==> config.mk <==
export PLATFORM = sky130hd
export DESIGN_NAME = csl_sdiv
export DESIGN_NICKNAME = d
export VERILOG_FILES = /design/src/csl_pkg.sv /design/src/csl_sdiv.sv
export SDC_FILE = /design/constraint.sdc
export NUM_CORES = 2
export LEC_CHECK = 0
export ABC_AREA = 1
export BUFFER_PORTS_ARGS = -buffer_cell sky130_fd_sc_hd__buf_2
export CAP_MARGIN = 10
export CORE_UTILIZATION = 40
export DETAILED_ROUTE_END_ITERATION = 6
export PLACE_DENSITY = 0.63
export SLEW_MARGIN = 20
export SYNTH_ARGS = -nofsm -noshare
export SYNTH_HDL_FRONTEND = slang
export SYNTH_SLANG_ARGS = --single-unit
==> constraint.sdc <==
create_clock -name clk -period 17.3 [get_ports clk]
set_clock_uncertainty 0.15 [all_clocks]
set_input_delay 3.46 -clock clk [delete_from_list [all_inputs] [get_ports clk]]
set_output_delay 3.46 -clock clk [all_outputs]
set_load 0.02 [all_outputs]
==> src/csl_pkg.sv <==
// Shared constants, types and elaboration-time tables for the soft limiter.
`default_nettype none

package csl_pkg;

  // Number formats.
  localparam int FRAC_BITS      = 16;
  localparam int LOG_TABLE_BITS = 8;
  localparam int LOGF           = 28;
  localparam int MANTF          = 30;
  localparam int SHARP_FRAC     = 12;

  // Port and datapath widths.
  localparam int DATA_W   = 32;
  localparam int SHARP_W  = 16;
  localparam int PROD_W   = 64;
  localparam int LOG_W    = 35;
  localparam int MANT_W   = MANTF + 2;
  localparam int TBL_N    = 1 << LOG_TABLE_BITS;
  localparam int IDX_W    = LOG_TABLE_BITS + 1;
  localparam int SLOPE_W  = 16;
  localparam int ABS_W    = 36;
  localparam int PM_W     = 40;
  localparam int U_W      = 41;
  localparam int SHCNT_W  = PM_W - LOGF;

  // Unit latencies.
  localparam int LOG_LAT    = 5;
  localparam int EXP_LAT    = 3;
  localparam int SDIV_W     = 56;
  localparam int SDIV_STEP  = 4;
  localparam int SDIV_LAT   = SDIV_W / SDIV_STEP;
  localparam int QDIV_BITS  = 33;
  localparam int QDIV_LAT   = QDIV_BITS + 1;
  localparam int NUM_W      = 96;

  // Configuration register indexes.
  typedef enum logic [1:0] {
    REG_GAIN  = 2'd0,
    REG_LIMIT = 2'd1,
    REG_SHARP = 2'd2,
    REG_ROUT  = 2'd3
  } cfg_idx_t;

  typedef logic [TBL_N:0][LOGF:0]     lrom_t;
  typedef logic [TBL_N:0][MANT_W-1:0] erom_t;

  // Integer square root of a 64-bit value.
  function automatic logic [63:0] isqrt64(logic [63:0] v_in);
    logic [63:0] v;
    logic [63:0] res;
    logic [63:0] bt;
    v   = v_in;
    res = '0;
    bt  = 64'd1 << 62;
    for (int k = 0; k < 32; k++) begin
      if (bt > v) bt = bt >> 2;
    end
    for (int k = 0; k < 32; k++) begin
      if (bt != 64'd0) begin
        if (v >= res + bt) begin
          v   = v - (res + bt);
          res = (res >> 1) + bt;
        end else begin
          res = res >> 1;
        end
        bt = bt >> 2;
      end
    end
    return res;
  endfunction

  // log2(1 + i/2^B) in Q.28 by repeated squaring.
  function automatic lrom_t build_lrom();
    lrom_t       tab;
    logic [63:0] x;
    logic [LOGF:0] res;
    for (int i = 0; i < TBL_N; i++) begin
      x   = (64'd1 << MANTF) + (64'(i) << (MANTF - LOG_TABLE_BITS));
      res = '0;
      for (int k = 1; k <= LOGF; k++) begin
        x = (x * x) >> MANTF;
        if (x >= (64'd2 << MANTF)) begin
          x = x >> 1;
          res[LOGF-k] = 1'b1;
        end
      end
      tab[i] = res;
    end
    tab[TBL_N] = {1'b1, {LOGF{1'b0}}};
    return tab;
  endfunction

  // 2^(i/2^B) in Q2.30 as a product of successive square roots of two.
  function automatic erom_t build_erom();
    erom_t       tab;
    logic [63:0] c [LOG_TABLE_BITS+1];
    logic [63:0] acc;
    c[0] = 64'd2 << MANTF;
    for (int k = 1; k <= LOG_TABLE_BITS; k++) begin
      c[k] = isqrt64(c[k-1] << MANTF);
    end
    for (int i = 0; i < TBL_N; i++) begin
      acc = 64'd1 << MANTF;
      for (int k = 1; k <= LOG_TABLE_BITS; k++) begin
        if (((i >> (LOG_TABLE_BITS - k)) & 1) != 0) acc = (acc * c[k]) >> MANTF;
      end
      tab[i] = acc[MANT_W-1:0];
    end
    tab[TBL_N] = {2'b10, {MANTF{1'b0}}};
    return tab;
  endfunction

  localparam lrom_t LROM = build_lrom();
  localparam erom_t EROM = build_erom();

endpackage

`default_nettype wire

==> src/csl_sdiv.sv <==
// Pipelined restoring divider by the 16-bit sharpness, four quotient bits per stage.
`default_nettype none

module csl_sdiv (
  input  logic                        clk,
  input  logic                        rst_n,
  input  logic                        in_valid,
  input  logic [csl_pkg::SDIV_W-1:0]  in_num,
  input  logic [csl_pkg::SHARP_W-1:0] in_den,
  output logic                        out_valid,
  output logic [csl_pkg::SDIV_W-1:0]  out_quo
);
  import csl_pkg::*;

  logic [SDIV_LAT-1:0] vld_r;
  logic [SDIV_W-1:0]   num_r   [SDIV_LAT];
  logic [SDIV_W-1:0]   quo_r   [SDIV_LAT];
  logic [SHARP_W-1:0]  rem_r   [SDIV_LAT];
  logic [SHARP_W-1:0]  den_r   [SDIV_LAT];
  logic [SDIV_W-1:0]   num_nxt [SDIV_LAT];
  logic [SDIV_W-1:0]   quo_nxt [SDIV_LAT];
  logic [SHARP_W-1:0]  rem_nxt [SDIV_LAT];
  logic [SHARP_W-1:0]  den_nxt [SDIV_LAT];

  // Each stage shifts in four dividend bits and trial-subtracts the divisor.
  always_comb begin
    logic [SHARP_W:0]   trial;
    logic [SDIV_W-1:0]  num;
    logic [SDIV_W-1:0]  quo;
    logic [SHARP_W-1:0] rem;
    logic [SHARP_W-1:0] den;
    for (int s = 0; s < SDIV_LAT; s++) begin
      if (s == 0) begin
        num = in_num;
        quo = '0;
        rem = '0;
        den = in_den;
      end else begin
        num = num_r[s-1];
        quo = quo_r[s-1];
        rem = rem_r[s-1];
        den = den_r[s-1];
      end
      for (int b = 0; b < SDIV_STEP; b++) begin
        trial = {rem, num[SDIV_W-1]};
        num   = num << 1;
        if (trial >= {1'b0, den}) begin
          trial = trial - {1'b0, den};
          quo   = {quo[SDIV_W-2:0], 1'b1};
        end else begin
          quo   = {quo[SDIV_W-2:0], 1'b0};
        end
        rem = trial[SHARP_W-1:0];
      end
      num_nxt[s] = num;
      quo_nxt[s] = quo;
      rem_nxt[s] = rem;
      den_nxt[s] = den;
    end
  end

  always_ff @(posedge clk) begin
    if (!rst_n) begin
      vld_r <= '0;
    end else begin
      vld_r <= {vld_r[SDIV_LAT-2:0], in_valid};
    end
  end

  always_ff @(posedge clk) begin
    for (int s = 0; s < SDIV_LAT; s++) begin
      num_r[s] <= num_nxt[s];
      quo_r[s] <= quo_nxt[s];
      rem_r[s] <= rem_nxt[s];
      den_r[s] <= den_nxt[s];
    end
  end

  assign out_valid = vld_r[SDIV_LAT-1];
  assign out_quo   = quo_r[SDIV_LAT-1];

endmodule

`default_nettype wire

==> flow_metrics.tcl <==
set metrics [dict create \
    grt_pass1_vias 66500 \
    slowest_stage "inv_1" \
    cp_data_required_time_ns 17.89 \
    finalMaxSlewViolations 0 \
    drtIter0Drc 4720 \
    grt-ovfl-total 0 \
    synth_edf_count 0 \
    rows 161 \
    start_util_pct 40.4 \
    post_cts_buffers 0 \
    worstPathArrival_ns 13.42 \
    fin_crit_ns 12.83 \
    h-tree-depth 4 \
    fillers 19500 \
    synth_top_area_share_pct 31.1 \
    path_delay_family "simple AND/OR/NAND/NOR gates" \
    firstDrtPassIters 6 \
    yosysSeqAreaShare_pct 31.1 \
    tritoncts "done" \
    r2r_cells 44 \
    hold_ws_ns 0.161 \
    drive_gt1_share_pct 6.55 \
    fin_util_pct 44.3 \
    cp_max_fo 21 \
    cts-buffers-inserted 138 \
    fmax_mhz 77.9 \
    status "completed" \
    crit_path_end_kind "register" \
    antenna_found_initial 3 \
    worst_slew_pin_slew_ns 0.979 \
    clk_path_buf_depth 3 \
    syn_to_final_growth_pct 9.60 \
    viasPerCell 5.18 \
    synth_area_sq_um 78100 \
    synthesis.instances 10700 \
    startpoint_type "input port" \
    finalCritPeriodShare_pct 74.2 \
    vias 69500 \
    fin_cells 13400 \
    ctsHoldBuffers 0 \
    ys_ff_latch 1214 \
    rsz0062_at_grt "no" \
    grt_pass1_wl_mm 354 \
    cp.buffers_inverters 6 \
    syn-mean-instance-area_sq_um 7.33 \
    place_congestion 0.949 \
    relSlewSlack_pct 34.6 \
    setup_violations 0 \
    drc 0 \
    ioPinCount 132 \
    final.setup.tns_ns 0 \
    syn_nets 11700 \
    finalHoldViolCount 0 \
    drv_cap 0 \
    die_h_microns 444 \
    cp.depth 45 \
    io_buffers 131 \
    final_nets 11800 \
    clk-insertion-delay-late_ns 0.81 \
    dp_cells 13200 \
    holdPathStages 0 \
    cts_sinks 1214 \
    routedWlPerCell_microns 16.8 \
    hp-class "reg -> reg" \
    clkTransAtPathRegs_ns 0.07 \
    wl_mm 225 \
    die_area_sq_um 197000 \
    yosys_warnings 0 \
    grt_usage_pct 22.3 \
    async_reset_ff_share_pct 0 \
    yosysUniqueCellTypes 64 \
    post_cts_resized 0 \
    grt_max_degree 33 \
    synth_area_leader_cell "dfxtp_1" \
    max_stage_delay_ns 0.69 \
    root_buffer "clkbuf_16" \
    final_antenna_net_count 0 \
    place_hpwl_mm 180 \
    worstSetupPathType "in -> reg" \
    cp_common_cell "nand2_1" \
    ys_top_cells_by_area "dfxtp_1 31%, nand2_1 15%, ha_1 14%" \
    fp.coreArea_sq_um 193000 \
    die_w_microns 444 \
    synth_ff_type "dfxtp_1" \
]
## area by class of cell
| type | instances | area [sq um] | area share (%) |
|---|---|---|---|
| Clock inverter | 81 | 1110 | 1.30 |
| Multi-Input combinational cell | 8137 | 48300 | 56.4 |
| Timing Repair Buffer | 133 | 671 | 0.783 |
| Clock buffer | 165 | 3680 | 4.29 |
| Inverter | 1160 | 4350 | 5.09 |
| Antenna cell | 2 | 5.00 | 0.00585 |
| Tap cell | 2526 | 3160 | 3.69 |
| Sequential cell | 1214 | 24300 | 28.4 |
## path summary, 6_finish.rpt
kind                                       to           from  slack, ns
worst max-delay path             rem_r[0][15]      in_den[1]       4.47
worst min-delay path            quo_r[1][229]  quo_r[1][169]       0.16
worst max register to register   rem_r[0][92]   den_r[0][65]       6.52
worst min register to register  quo_r[1][229]  quo_r[1][169]       0.16
## flip-flops by register name (all words and copies together), names as in the netlist
signal  flops
rem_r     208
den_r     208
vld_r      14
quo_r     420
num_r     364
## stage by stage
stage               cell area, sq um  setup slack, ns
finish                         85600             4.47
global placement               80800             3.71
CTS                            85600             4.45
global route                   85600             3.32
detailed placement             80800             3.61
floorplan                      78100             7.65
## synthesized netlist by cell type, drive strengths merged (9+ instances only)
| library cell | n |
|---|---|
| o21ai | 683 |
| a221oi | 13 |
| inv | 1157 |
| a211oi | 9 |
| buf | 139 |
| xnor2 | 315 |
| a21boi | 33 |
| a21o | 55 |
| nor3 | 65 |
| dfxtp | 1214 |
| nand3b | 49 |
| nor4 | 36 |
| or2 | 45 |
| clkbuf | 12 |
| o211ai | 12 |
| a31oi | 44 |
| o21bai | 32 |
| fa | 54 |
| nand2 | 3185 |
| ha | 882 |
| xor2 | 340 |
| o21a | 37 |
| o2111ai | 11 |
| nand3 | 777 |
| nor2 | 537 |
| and2 | 9 |
| nand4 | 113 |
| a21oi | 771 |
## cell usage in the layout (no fill, tap or decap), types with 82 or more instances in the layout
| cell type | Yosys | routed |
|---|---|---|
| dfxtp_1 | 1214 | 1214 |
| inv_1 | 1121 | 1121 |
| o21ai_1 | 125 | 125 |
| clkbuf_16 | 0 | 139 |
| nand3_1 | 713 | 713 |
| ha_1 | 882 | 882 |
| nor2_1 | 490 | 490 |
| nand2_1 | 3096 | 3096 |
| a21oi_1 | 767 | 767 |
| o21ai_0 | 512 | 512 |
| xor2_1 | 340 | 340 |
| nand2_2 | 82 | 82 |
| buf_2 | 52 | 131 |
| xnor2_1 | 315 | 315 |
| nand4_1 | 106 | 106 |
## layer usage
metal  vias to the layer above  GRT usage [%]  wire length [microns]
met3                       404           2.68                  10500
met4                         0           8.62                   8350
li1                      35400              -                      -
met5                         -              0                      0
met2                      1757           37.2                 103000
met1                     32000           29.2                 103000
## cell families after synthesis
family / synth area share (%)
AOI/OAI and AO/OA: 12.2
xor gates and xnor gates: 7.35
adders and majority gates: 15.5
buffers and inverters: 7.02
DFF: 31.1
and+or+nand+nor: 26.8
Power is not shown: default switching activity piles up to over one toggle a cycle in this logic, so the estimate is an artifact.
